**src/key_debounce_autorepeat_defines.svh**
```systemverilog
// Assertion macros for the key debounce and auto-repeat block
`ifndef KEY_DEBOUNCE_AUTOREPEAT_DEFINES_SVH
`define KEY_DEBOUNCE_AUTOREPEAT_DEFINES_SVH

// Same-cycle implication, sampled on clk_i, off while rst_ni is low
`define KDA_ASSERT_NOW(label, ante, cons) \
  label: assert property (@(posedge clk_i) disable iff (!rst_ni) (ante) |-> (cons)) \
    else $error("key debounce check failed (same cycle)");

// Next-cycle implication, sampled on clk_i, off while rst_ni is low
`define KDA_ASSERT_NEXT(label, ante, cons) \
  label: assert property (@(posedge clk_i) disable iff (!rst_ni) (ante) |=> (cons)) \
    else $error("key debounce check failed (next cycle)");

`endif

```
**src/kda_pkg.sv**
```systemverilog
// Types and constants shared by the key debounce and auto-repeat block
`timescale 1ns / 1ps

package kda_pkg;

  localparam int unsigned TICKS_PER_UNIT = 10;
  localparam int unsigned TICK_W         = 12;
  localparam int unsigned KEY_W          = 3;
  localparam int unsigned CFG_IDX_W      = 3;
  localparam int unsigned CFG_W          = 8;

  localparam logic [TICK_W-1:0] TICK_MAX = '1;

  localparam logic [KEY_W-1:0] KEY_NONE  = 3'd0;
  localparam logic [KEY_W-1:0] KEY_UP    = 3'd1;
  localparam logic [KEY_W-1:0] KEY_LEFT  = 3'd2;
  localparam logic [KEY_W-1:0] KEY_RIGHT = 3'd3;
  localparam logic [KEY_W-1:0] KEY_DOWN  = 3'd4;

  // Configuration register indexes
  localparam logic [CFG_IDX_W-1:0] CFG_DEBOUNCE_TICKS = 3'd0;
  localparam logic [CFG_IDX_W-1:0] CFG_FIRST_DELAY    = 3'd1;
  localparam logic [CFG_IDX_W-1:0] CFG_REPEAT_DELAY   = 3'd2;
  localparam logic [CFG_IDX_W-1:0] CFG_FAST_DELAY     = 3'd3;
  localparam logic [CFG_IDX_W-1:0] CFG_FAST_AFTER     = 3'd4;

  typedef enum logic {
    PH_DEBOUNCE = 1'b0,
    PH_WAIT     = 1'b1
  } phase_e;

  typedef struct packed {
    phase_e              phase;
    logic [TICK_W-1:0]   tick;
    logic [KEY_W-1:0]    cand;
    logic [KEY_W-1:0]    held;
    logic                first;
    logic [CFG_W-1:0]    rep_cnt;
  } state_t;

  localparam state_t STATE_RESET = '{
    phase:   PH_DEBOUNCE,
    tick:    '0,
    cand:    KEY_NONE,
    held:    KEY_NONE,
    first:   1'b1,
    rep_cnt: '0
  };

  // Priority encoder over the active-low button levels
  function automatic logic [KEY_W-1:0] encode_keys(input logic up_n, input logic left_n,
                                                   input logic right_n, input logic down_n);
    logic [KEY_W-1:0] code;
    code = KEY_NONE;
    if (!down_n)  code = KEY_DOWN;
    if (!right_n) code = KEY_RIGHT;
    if (!left_n)  code = KEY_LEFT;
    if (!up_n)    code = KEY_UP;
    return code;
  endfunction

endpackage

```
**src/kda_if.sv**
```systemverilog
// Handshake channel interfaces of the key debounce and auto-repeat block
`timescale 1ns / 1ps

interface kda_key_if;
  logic valid;
  logic ready;
  logic up_n;
  logic left_n;
  logic right_n;
  logic down_n;

  modport source (output valid, up_n, left_n, right_n, down_n, input ready);
  modport sink   (input valid, up_n, left_n, right_n, down_n, output ready);
endinterface

interface kda_code_if;
  logic                          valid;
  logic                          ready;
  logic [kda_pkg::KEY_W-1:0]     key_code;

  modport source (output valid, key_code, input ready);
  modport sink   (input valid, key_code, output ready);
endinterface

interface kda_cfg_if;
  logic                           valid;
  logic                           ready;
  logic [kda_pkg::CFG_IDX_W-1:0]  index;
  logic [kda_pkg::CFG_W-1:0]      data;

  modport source (output valid, index, data, input ready);
  modport sink   (input valid, index, data, output ready);
endinterface

```
**src/key_debounce_autorepeat.sv**
```systemverilog
// Top level: debounced four-button reader with auto-repeat
`timescale 1ns / 1ps
`include "key_debounce_autorepeat_defines.svh"

// Usage
// - key_i: one request per 1 ms tick, carrying the four active-low button
//   levels. Priority up, left, right, down picks the key code.
// - code_o: key code 1..4 for each press or repeat; most ticks give nothing.
// - cfg_i: register writes (0 debounce ticks, 1 first delay, 2 repeat delay,
//   3 fast delay, 4 fast-after count); always ready, unknown indexes ignored.
//   Write only while no tick is in flight.
// Timing
// - A request is held in an input register, then stepped through the state
//   update into the output register once that register can take its result;
//   the result is offered to code_o from the output register.
// - Throughput is one request per cycle while code_o does not stall; the limit
//   is the single state update stage, whose next-state logic is compares, a
//   counter step and a small multiply by ten.
// - If code_o stalls with a result pending, the input register fills and
//   key_i.ready drops; nothing is lost or repeated.
// Reset
// - rst_ni low clears the state to idle and loads the default delays
//   (10, 50, 20, 5, 30). Both registers are emptied.
module key_debounce_autorepeat (
  input  logic               clk_i,
  input  logic               rst_ni,
  kda_key_if.sink            key_i,
  kda_code_if.source         code_o,
  kda_cfg_if.sink            cfg_i
);

  // Configuration registers
  logic [kda_pkg::CFG_W-1:0] deb_ticks_q, first_dly_q, rep_dly_q, fast_dly_q, fast_after_q;

  // Input register
  logic       in_vld_q;
  logic [3:0] in_lvl_q;   // {down_n, right_n, left_n, up_n}

  // Output register
  logic                       out_vld_q;
  logic [kda_pkg::KEY_W-1:0]  code_q;

  kda_pkg::state_t st_q, st_d;

  logic                       res_vld;
  logic [kda_pkg::KEY_W-1:0]  res_code;
  logic [kda_pkg::KEY_W-1:0]  key_c;
  logic                       do_start, do_fin;
  logic [kda_pkg::CFG_W-1:0]  units;
  logic [kda_pkg::TICK_W-1:0] hold_ticks;

  logic slot_free, step_en;

  // A stored request is stepped whenever the output register can take its result
  assign slot_free   = !out_vld_q || code_o.ready;
  assign step_en     = in_vld_q && slot_free;
  assign key_i.ready = !in_vld_q || step_en;
  assign cfg_i.ready = 1'b1;

  assign code_o.valid    = out_vld_q;
  assign code_o.key_code = code_q;

  always_ff @(posedge clk_i or negedge rst_ni) begin
    if (!rst_ni) begin
      deb_ticks_q  <= 8'd10;
      first_dly_q  <= 8'd50;
      rep_dly_q    <= 8'd20;
      fast_dly_q   <= 8'd5;
      fast_after_q <= 8'd30;
    end else if (cfg_i.valid) begin
      case (cfg_i.index)
        kda_pkg::CFG_DEBOUNCE_TICKS: deb_ticks_q  <= cfg_i.data;
        kda_pkg::CFG_FIRST_DELAY:    first_dly_q  <= cfg_i.data;
        kda_pkg::CFG_REPEAT_DELAY:   rep_dly_q    <= cfg_i.data;
        kda_pkg::CFG_FAST_DELAY:     fast_dly_q   <= cfg_i.data;
        kda_pkg::CFG_FAST_AFTER:     fast_after_q <= cfg_i.data;
        default: ;
      endcase
    end
  end

  always_ff @(posedge clk_i or negedge rst_ni) begin
    if (!rst_ni) begin
      in_vld_q <= 1'b0;
    end else if (key_i.ready) begin
      in_vld_q <= key_i.valid;
    end
  end

  always_ff @(posedge clk_i) begin
    if (key_i.valid && key_i.ready) begin
      in_lvl_q <= {key_i.down_n, key_i.right_n, key_i.left_n, key_i.up_n};
    end
  end

  always_ff @(posedge clk_i or negedge rst_ni) begin
    if (!rst_ni) begin
      st_q      <= kda_pkg::STATE_RESET;
      out_vld_q <= 1'b0;
    end else begin
      if (step_en) begin
        st_q <= st_d;
      end
      if (slot_free) begin
        out_vld_q <= step_en && res_vld;
      end
    end
  end

  always_ff @(posedge clk_i) begin
    if (step_en && res_vld) begin
      code_q <= res_code;
    end
  end

  // One tick of the debounce / repeat state machine
  always_comb begin
    st_d     = st_q;
    res_vld  = 1'b0;
    res_code = kda_pkg::KEY_NONE;
    do_start = 1'b0;
    do_fin   = 1'b0;
    units    = '0;
    hold_ticks = '0;
    key_c    = kda_pkg::encode_keys(in_lvl_q[0], in_lvl_q[1], in_lvl_q[2], in_lvl_q[3]);

    if (st_q.phase == kda_pkg::PH_WAIT) begin
      if (key_c != st_q.held) begin
        // release or change: back to idle, then take up the new code
        st_d.held  = kda_pkg::KEY_NONE;
        st_d.first = 1'b1;
        st_d.phase = kda_pkg::PH_DEBOUNCE;
        st_d.cand  = kda_pkg::KEY_NONE;
        st_d.tick  = '0;
        do_start   = 1'b1;
      end else begin
        if (st_q.tick != '0) begin
          st_d.tick = st_q.tick - kda_pkg::TICK_W'(1);
        end
        if (st_d.tick == '0) begin
          st_d.phase = kda_pkg::PH_DEBOUNCE;
          st_d.cand  = kda_pkg::KEY_NONE;
          // up and down time out silently
          if (st_q.held != kda_pkg::KEY_UP && st_q.held != kda_pkg::KEY_DOWN) begin
            res_vld  = 1'b1;
            res_code = st_q.held;
          end
        end
      end
    end else begin
      if (st_q.cand == kda_pkg::KEY_NONE || key_c != st_q.cand) begin
        if (st_q.cand != kda_pkg::KEY_NONE) begin
          st_d.held  = kda_pkg::KEY_NONE;
          st_d.first = 1'b1;
          st_d.phase = kda_pkg::PH_DEBOUNCE;
          st_d.cand  = kda_pkg::KEY_NONE;
          st_d.tick  = '0;
        end
        do_start = 1'b1;
      end else begin
        if (st_q.tick != kda_pkg::TICK_MAX) begin
          st_d.tick = st_q.tick + kda_pkg::TICK_W'(1);
        end
        if (st_d.tick >= kda_pkg::TICK_W'(deb_ticks_q)) begin
          do_fin = 1'b1;
        end
      end
    end

    if (do_start) begin
      if (key_c == kda_pkg::KEY_NONE) begin
        st_d.held  = kda_pkg::KEY_NONE;
        st_d.first = 1'b1;
        st_d.phase = kda_pkg::PH_DEBOUNCE;
        st_d.cand  = kda_pkg::KEY_NONE;
        st_d.tick  = '0;
      end else begin
        if (st_d.held != kda_pkg::KEY_NONE && key_c != st_d.held) begin
          st_d.held  = kda_pkg::KEY_NONE;
          st_d.first = 1'b1;
        end
        st_d.phase = kda_pkg::PH_DEBOUNCE;
        st_d.cand  = key_c;
        st_d.tick  = kda_pkg::TICK_W'(1);
        // a window of zero or one tick completes at once
        if (deb_ticks_q <= kda_pkg::CFG_W'(1)) begin
          do_fin = 1'b1;
        end
      end
    end

    if (do_fin) begin
      if (st_d.held == kda_pkg::KEY_NONE) begin
        // first press report
        st_d.held    = st_d.cand;
        st_d.rep_cnt = '0;
        st_d.cand    = kda_pkg::KEY_NONE;
        st_d.tick    = '0;
        res_vld      = 1'b1;
        res_code     = st_d.held;
      end else begin
        if (st_d.first) begin
          units        = first_dly_q;
          st_d.first   = 1'b0;
          st_d.rep_cnt = kda_pkg::CFG_W'(1);
        end else if (st_d.rep_cnt >= fast_after_q) begin
          units        = fast_dly_q;
          st_d.rep_cnt = fast_after_q;
        end else begin
          units        = rep_dly_q;
          st_d.rep_cnt = st_d.rep_cnt + kda_pkg::CFG_W'(1);
        end
        hold_ticks = kda_pkg::TICK_W'(units) * kda_pkg::TICK_W'(kda_pkg::TICKS_PER_UNIT);
        st_d.tick  = (hold_ticks == '0) ? kda_pkg::TICK_W'(1) : hold_ticks;
        st_d.cand  = kda_pkg::KEY_NONE;
        st_d.phase = kda_pkg::PH_WAIT;
      end
    end
  end

  // Checks
  `KDA_ASSERT_NOW(a_wait_has_key, st_q.phase == kda_pkg::PH_WAIT,
                  st_q.held != kda_pkg::KEY_NONE && st_q.tick != '0 &&
                  st_q.cand == kda_pkg::KEY_NONE)
  `KDA_ASSERT_NOW(a_idle_first, st_q.held == kda_pkg::KEY_NONE, st_q.first)
  `KDA_ASSERT_NEXT(a_result_lands, step_en && res_vld,
                   out_vld_q && code_q == $past(res_code))
  `KDA_ASSERT_NOW(a_result_code_ok, out_vld_q,
                  code_q != kda_pkg::KEY_NONE && code_q <= kda_pkg::KEY_DOWN)

endmodule

```
**src/flat_wrapper.sv**
```systemverilog
// flat-port wrapper written by rule: the top's interface ports become plain ports
module key_debounce_autorepeat_flat 
  (clk_i, rst_ni, key_i_valid, key_i_up_n, key_i_left_n, key_i_right_n, key_i_down_n, key_i_ready, code_o_valid, code_o_key_code, code_o_ready, cfg_i_valid, cfg_i_index, cfg_i_data, cfg_i_ready);
  kda_key_if key_i_i ();
  kda_code_if code_o_i ();
  kda_cfg_if cfg_i_i ();
  input  logic clk_i;
  input  logic rst_ni;
  input wire logic [$bits(key_i_i.valid)-1:0] key_i_valid;
  input wire logic [$bits(key_i_i.up_n)-1:0] key_i_up_n;
  input wire logic [$bits(key_i_i.left_n)-1:0] key_i_left_n;
  input wire logic [$bits(key_i_i.right_n)-1:0] key_i_right_n;
  input wire logic [$bits(key_i_i.down_n)-1:0] key_i_down_n;
  output wire logic [$bits(key_i_i.ready)-1:0] key_i_ready;
  output wire logic [$bits(code_o_i.valid)-1:0] code_o_valid;
  output wire logic [$bits(code_o_i.key_code)-1:0] code_o_key_code;
  input wire logic [$bits(code_o_i.ready)-1:0] code_o_ready;
  input wire logic [$bits(cfg_i_i.valid)-1:0] cfg_i_valid;
  input wire logic [$bits(cfg_i_i.index)-1:0] cfg_i_index;
  input wire logic [$bits(cfg_i_i.data)-1:0] cfg_i_data;
  output wire logic [$bits(cfg_i_i.ready)-1:0] cfg_i_ready;
  assign key_i_i.valid = key_i_valid;
  assign key_i_i.up_n = key_i_up_n;
  assign key_i_i.left_n = key_i_left_n;
  assign key_i_i.right_n = key_i_right_n;
  assign key_i_i.down_n = key_i_down_n;
  assign key_i_ready = key_i_i.ready;
  assign code_o_valid = code_o_i.valid;
  assign code_o_key_code = code_o_i.key_code;
  assign code_o_i.ready = code_o_ready;
  assign cfg_i_i.valid = cfg_i_valid;
  assign cfg_i_i.index = cfg_i_index;
  assign cfg_i_i.data = cfg_i_data;
  assign cfg_i_ready = cfg_i_i.ready;
  key_debounce_autorepeat u_core (.clk_i(clk_i), .rst_ni(rst_ni), .key_i(key_i_i), .code_o(code_o_i), .cfg_i(cfg_i_i));
endmodule
```
**config.mk**
```make
export PLATFORM = sky130hd
export DESIGN_NAME = key_debounce_autorepeat_flat
export DESIGN_NICKNAME = d
export VERILOG_FILES = /design/src/kda_pkg.sv /design/src/kda_if.sv /design/src/key_debounce_autorepeat.sv /design/src/flat_wrapper.sv
export VERILOG_INCLUDE_DIRS = /design/src /design/src/src
export SDC_FILE = /design/constraint.sdc
export NUM_CORES = 1
export LEC_CHECK = 0
export BUFFER_PORTS_ARGS = -buffer_cell sky130_fd_sc_hd__buf_2
export CAP_MARGIN = 20
export CORE_MARGIN = 5
export CORE_UTILIZATION = 40
export CTS_BUF_LIST = sky130_fd_sc_hd__clkbuf_2 sky130_fd_sc_hd__clkbuf_4 sky130_fd_sc_hd__clkbuf_8
export DETAILED_ROUTE_END_ITERATION = 8
export SLEW_MARGIN = 0
export SYNTH_ARGS = -nofsm -noshare
export SYNTH_HDL_FRONTEND = slang
export SYNTH_SLANG_ARGS = --single-unit
```
**constraint.sdc**
```tcl
create_clock -name clk_i -period 4.48 [get_ports clk_i]
set_input_delay 0.224 -clock clk_i [delete_from_list [all_inputs] [get_ports clk_i]]
set_output_delay 0.224 -clock clk_i [all_outputs]
set_load 0.01 [all_outputs]
```
==> impl_results.md, run 1 <==
* Outcome: finished clean
* Sequential power share at 0.339
* Dpl hpwl at 11,900 um
* Max Clk Rate at 0.227 GHz
* Max-cap viol count at 0
* Antenna-violating nets left at 0
* TritonCTS Buffers at 9
* Max VDD drop at 271 uV
* Gate Count Post-Synth at 640
* Die W at 128 um
* Largest net degree at the start of global routing at 41
* WS Path Type: register to register
* Routability-driven placement congestion ratio at 0.924
* Vias in the first global route at 5,022
* Ports at 26
* Psw at 1.11 mW
* Min Tclk post-route at 4.41 ns
* Reg-to-reg startpoint: u_core.st_q[10]
* Met3 WL at 758 um
* Synth top area share at 0.252
* Worst-path clk slew at 0.08 ns
* DR iter-0 viols at 405
* Avg WL per Cell at 17.9 um
* Clk root buf: clkbuf_8
* Placed instance area at 6220 um^2
* Mean Syn Cell Area at 8.70 um^2
* Cell variety after synth at 83
* Max layer used: met4
* Post-Syn Nets at 691
* CP Launch Type: register
* Max Slew Vio Count at 0
* Slew @ Worst Pin at 0.905 ns
* Top cells by count, synth: nand2_1, dfrtp_1, o21ai_0
* CP Data Required Time at 4.80 ns
* Register area share after synthesis at 0.356
* Leak at 2.90 nW
* Worst slew margin at 0.394
* Top cells by area, synth: dfrtp_1, ha_1, dfstp_2
* Most used DFF post-synth: dfrtp_1
* Port bufs at 24
* Non-Filler Instances at 901
* # H-tree levels at 3
* Clock power frac at 0.177
* Chip Height at 128 um
* Vias at 5,114
* Clk sinks at 77
* Core footprint at 13,800 um^2
* Gate power share at 0.484
* First-pass GRT wire length at 25,700 um
* Placed cells at 872
* Final Util at 0.485
* CP max FO at 8
* Cell taking the most area after synthesis: dfrtp_1
* Clock Latency Late Sink at 0.37 ns
* Longest Clk Path Bufs at 2
* Fillers at 1,363
* Grt ovf at 0
* Initial Utilization at 0.404
* Post-synth EDFFs at 7
* Detailed Routing Iterations Pass 1 at 5
* Post-synth ARST share at 0.909
* Final Cycle Share at 0.985
* Worst Setup End Kind: register
* Finish-stage setup viols at 0
* GRT Total Usage at 0.198
* Die area at 16,400 um^2
* Design area at 6690 um^2
* Power Density at 417 nW/um^2
* Nets at 767
* DR WL met2 at 7510 um
* Synth Register Bits at 77
* Mapped cell area at 5570 um^2
* Hold WC Path Type: input port to register
* Final Hold Vio Count at 0
* Fraction of layout instances using a drive strength above 1 at 0.297
* Core Rows at 43
* Antenna violations before repair at 0
* N_diodes at 0
* Switching share of total power at 0.399
* RSZ-0062 raised after global routing: yes
* Data arrival, critical path at 4.73 ns
* Worst path slowest cell: dfrtp_1
* Met1 WL at 7220 um
* Critical Path Source: u_core.st_q[10]
* Clk_skew at 0.0120 ns
* CP Cell Sequence: and4bb_2, nor3_1, o211ai_1, o2bb2ai_2, or2_4, nor2_4, buf_4, nor2_1, a31oi_2, ha_1, ha_1, a21oi_2, o21ai_2, a21oi_2, or3_1, a211oi_2, nand2b_4, nor2_1, o32ai_1, mux2_4
* Power Internal at 1.67 mW
* Hold path startpoint: key_i_down_n
* CTS tree: built
* Via density at 5.68
* Yosys Warn Count at 0
* Final Routed Wirelength at 16,100 um
* Most numerous cell in the Yosys netlist: nand2_1
* Area Overhead vs Synth at 20.1%
* Critical Path Max Stage Delay at 0.49 ns
* Hold_ws at 0.0246 ns
* DRC Markers at 0
cell families (layout without fill, tap and decap cells):
logic type | count (synthesis) | after routing | share of synthesized area
simple gates | 240 | 240 | 0.223
compound gates | 161 | 161 | 0.188
flops | 77 | 77 | 0.356
buf+inv | 75 | 156 | 0.0593
mux | 38 | 38 | 0.0757
fa+ha+maj | 31 | 31 | 0.0710
xor+xnor | 17 | 17 | 0.0267
other cells | 1 | 1 | 0.000674
worst max-delay path, delay by kind of cell (launching register included):
kind | cells | cell delay, ns
AO/OA/AOI/OAI | 8 | 1.36
adder cells (fa/ha/maj) | 2 | 0.62
buffers and inverters | 1 | 0.18
flip-flops | 1 | 0.49
multiplexers | 1 | 0.19
AND/OR/NAND/NOR | 8 | 1.51
routing by layer:
metal  GRT usage  up-vias
met2       0.309      181
met4       0.104        0
met3      0.0263       47
met1       0.267     2410
met5           0        -
li1            -     2476
per-stage QoR:
stage / total power [mW] / TNS (ns) / worst slack, ns
after floorplan: 1.74 / 0 / 0.0421
after global placement: 2.15 / -0.0287 / -0.0287
after detailed placement: 2.19 / -0.204 / -0.142
after CTS: 2.70 / 0 / 0.00136
after global routing: 2.97 / -0.400 / -0.177
final: 2.79 / 0 / 0.0668
cells in the final DEF, fill, tap and decap left out, drive strengths merged, types with 8 or more instances in the layout:
cell type	instances
o31ai	8
nand4	10
nor3	24
xnor2	15
a21oi	32
a31oi	10
mux2	30
dfstp	14
clkbuf	12
nand2	71
dfrtp	56
nor2	53
buf	101
o21ai	57
inv	38
nand3	13
ha	30
mux2i	8
nor4	8
nor3b	10
registers in the layout, summed over array words and instances (netlist names):
register	flops
u_core.in_vld_q	1
u_core.code_o.key_code	3
u_core.code_o.valid	1
u_core.st_q	28
u_core.first_dly_q	8
u_core.deb_ticks_q	8
u_core.fast_after_q	8
u_core.rep_dly_q	8
u_core.fast_dly_q	8
u_core.in_lvl_q	4
worst paths after layout:
| path | end | slack, ns | cells past startpoint |
|---|---|---|---|
| worst min-delay path | u_core.in_lvl_q[3] | 0.02 | 1 |
| worst min register to register | u_core.st_q[8] | 0.48 | 2 |
| min in group asynchronous | u_core.st_q[27] | 0.48 | 2 |
| worst max register to register | u_core.st_q[26] | 0.07 | 20 |
| worst max-delay path | u_core.st_q[26] | 0.07 | 20 |
| max in group asynchronous | u_core.fast_dly_q[0] | 2.97 | 3 |
power groups by stage:
stage	registers [mW]	logic, mW	clock network [mW]
floorplan	0.912	0.829	0
global placement	0.946	1.21	0
detailed placement	0.952	1.23	0
CTS	0.938	1.25	0.509
global route	0.959	1.48	0.536
finish	0.944	1.35	0.492
what timing repair did:
item	4_1_cts	5_1_grt
cloned	0	1
setup buffers	2	9
hold endpoints to repair	25	0
setup endpoints to repair	2	5
hold buffers	1	0
gates resized for setup	8	38
pin swaps	0	6
cell type report:
class                      instances  area (um^2)  share of cell area
multi-input combinational        488         3440               0.515
sequential                        77         1980               0.296
timing repair buffer             102          721               0.108
tap                              180          225              0.0337
clock buffer                      12          146              0.0219
inverter                          38          143              0.0213
clock inverter                     4         26.3             0.00393
Power figures use the tool's default switching activity.
==> run 2: changes to the inputs <==
- PLACE_DENSITY: default -> 0.63
==> run 2 against run 1 <==
Via count grew 2.6%. Routed wire length grew 0.38%. Clock power grew 13%. Setup slack lost 0.043 ns. First-iteration DRC count grew 53%. Largest power group unchanged.
==> impl_results.md, run 2 (synthesized netlist as in run 1, its figures left out) <==
* Reg with most FFs: u_core.st_q
* Sequential power share at 0.324 (-0.015)
* Non-Filler Instances at 897 (-0.44%)
* Final Util at 0.502 (+0.0168)
* DR iter-0 viols at 620 (+53%)
* Core Rows at 43 (unchanged)
* Clock Latency Late Sink at 0.37 ns (about the same)
* Core footprint at 13,800 um^2 (unchanged)
* CTS tree: built
* # H-tree levels at 3 (unchanged)
* Hold WC Path Type: input port to register
* Post-CTS Hold Fix Bufs at 0 (-1)
* Power, Total at 2.95 mW (+6.0%)
* Met3 WL at 1000 um (+32%)
* Detailed Routing Iterations Pass 1 at 5 (unchanged)
* Power Internal at 1.79 mW (+6.9%)
* Max FFs per register at 28 (unchanged)
* Clock power frac at 0.188 (+0.011)
* Clk root buf: clkbuf_8
* Avg WL per Cell at 18.0 um (+0.83%)
* TritonCTS Buffers at 9 (unchanged)
* Max-cap viol count at 0 (unchanged)
* Max Slew Vio Count at 0 (unchanged)
* Clk sinks at 77 (unchanged)
* Dpl hpwl at 11,600 um (-1.9%)
* Leak at 2.92 nW (+0.86%)
* Critical Path Max Stage Delay at 0.45 ns (-0.04 ns)
* Max VDD drop at 243 uV (-11%)
* Grt ovf at 0 (unchanged)
* WS Path Type: register to register
* Total negative slack at 0 ns (unchanged)
* Nets at 763 (-0.52%)
* Fraction of layout instances using a drive strength above 1 at 0.321 (+0.0240)
* Antenna violations before repair at 0 (unchanged)
* Most common cell after layout, fill and taps aside: nand2_1
* CP Cell Sequence: buf_6, and4bb_2, o31ai_4, o31a_1, o2bb2ai_4, or2_4, nor2_4, buf_12, buf_6, nor2_4, a31oi_4, ha_2, ha_4, inv_1, fa_1, inv_1, a21oi_1, o21ai_1, and2_4, nand2_1, o21a_1, nand3_2, mux2i_1, o31ai_1
* Port bufs at 24 (unchanged)
* Worst path slowest cell: edfxtp_1
* Placed cells at 859 (-1.5%)
* N_diodes at 0 (unchanged)
* Routability-driven placement congestion ratio at 0.943 (+2.1%)
* Max Clk Rate at 0.224 GHz (-0.96%)
* CP Launch Type: register
* Worst-path clk slew at 0.08 ns (about the same)
* Antenna-violating nets left at 0 (unchanged)
* Vias at 5,249 (+2.6%)
* Worst slew margin at 0.400 (+0.00575)
* Ports at 26 (unchanged)
* Largest net degree at the start of global routing at 71 (+73%)
* Data arrival, critical path at 4.69 ns (-0.04 ns)
* Initial Utilization at 0.404 (unchanged)
* Most frequent cells in the layout: nand2_1, buf_4, dfrtp_1, o21ai_0, nor2_1
* Via density at 5.85 (+3.1%)
* Area Overhead vs Synth at 24.2%
* CP Data Required Time at 4.72 ns (-0.08 ns)
* DRC Markers at 0 (unchanged)
* Buf/Inv on CP at 5 (+4)
* Final Routed Wirelength at 16,200 um (+0.38%)
* First-pass GRT wire length at 25,300 um (-1.5%)
* Slew @ Worst Pin at 0.900 ns (-0.00528 ns)
* GRT Total Usage at 0.192 (-0.00568)
* Switching share of total power at 0.394 (-0.00524)
* Max layer used: met4
* Outcome: finished clean
* Met1 WL at 7540 um (+4.5%)
* Chip Height at 128 um (unchanged)
* Min Tclk post-route at 4.46 ns (+0.0426 ns)
* Worst Setup End Kind: register
* Power Density at 427 nW/um^2 (+2.5%)
* CP max FO at 6 (-2)
* DR WL met2 at 7370 um (-1.9%)
* CP delay by family, top: compound AO/OA/AOI/OAI gates
* Final Hold Vio Count at 0 (unchanged)
* Psw at 1.16 mW (+4.6%)
* Vias in the first global route at 4,852 (-3.4%)
* Longest Clk Path Bufs at 2 (unchanged)
* Die W at 128 um (unchanged)
* Final Cycle Share at 0.995 (+0.00951)
* Gate power share at 0.488 (+0.004)
* Clk_skew at 0.0159 ns (+0.00392 ns)
* RSZ-0062 raised after global routing: yes
* Die area at 16,400 um^2 (unchanged)
* Finish-stage setup viols at 0 (unchanged)
run 2: path summary, 6_finish.rpt:
path,from,slack [ns],to,depth (start not counted)
worst max-delay path,u_core.in_lvl_q[1],0.02,u_core.st_q[15],24
worst min-delay path,key_i_up_n,0.04,u_core.in_lvl_q[0],1
worst max register to register,u_core.in_lvl_q[1],0.02,u_core.st_q[15],24
worst min register to register,u_core.st_q[8],0.48,u_core.st_q[8],2
max in group asynchronous,rst_ni,3.77,u_core.st_q[12],2
min in group asynchronous,rst_ni,0.05,u_core.st_q[3],2
run 2: power by group through the flow:
stage	sequential (mW)	clock (mW)	combinational, mW
6_report	0.957	0.555	1.44
5_1_grt	0.972	0.596	1.57
3_5_place_dp	0.959	0	1.19
3_3_place_gp	0.954	0	1.16
2_1_floorplan	0.912	0	0.829
4_1_cts	0.946	0.567	1.20
run 2: timing repair:
item / CTS / global route
setup buffers: 1 / 21
setup endpoints to repair: 3 / 9
resized for setup: 6 / 78
pin swaps: 2 / 24
run 2: layout make-up:
type                       instances  area, um^2
timing repair buffer              98         723
tap                              180         225
inverter                          38         143
multi-input combinational        488        3640
clock buffer                      12         159
sequential                        77        1980
fill                            1256        6860
clock inverter                     4        47.5
run 2: worst register-to-register path: cells and delay by family (launching register included):
family | cells | cell delay [ns]
mux | 1 | 0.20
buf+inv | 5 | 0.56
simple gates | 7 | 0.90
flops | 1 | 0.45
fa+ha+maj | 3 | 0.88
compound gates | 8 | 1.36
run 2: metal layers:
| metal | GRT usage | vias to the layer above |
|---|---|---|
| met1 | 0.280 | 2561 |
| met4 | 0.0556 | 0 |
| met3 | 0.0321 | 25 |
| met2 | 0.294 | 201 |
| li1 | - | 2462 |
| met5 | 0 | - |
run 2: metrics by stage:
stage / cell area [um^2] / hold WS [ns] / setup WS, ns
after floorplan: 5570 / -0.0716 / 0.0421
final: 6920 / 0.0383 / 0.0242
after global routing: 6920 / 0.0191 / -0.175
after global placement: 6130 / 0.402 / -0.0514
after detailed placement: 6130 / 0.405 / -0.151
after CTS: 6360 / 0.0156 / 0.00936
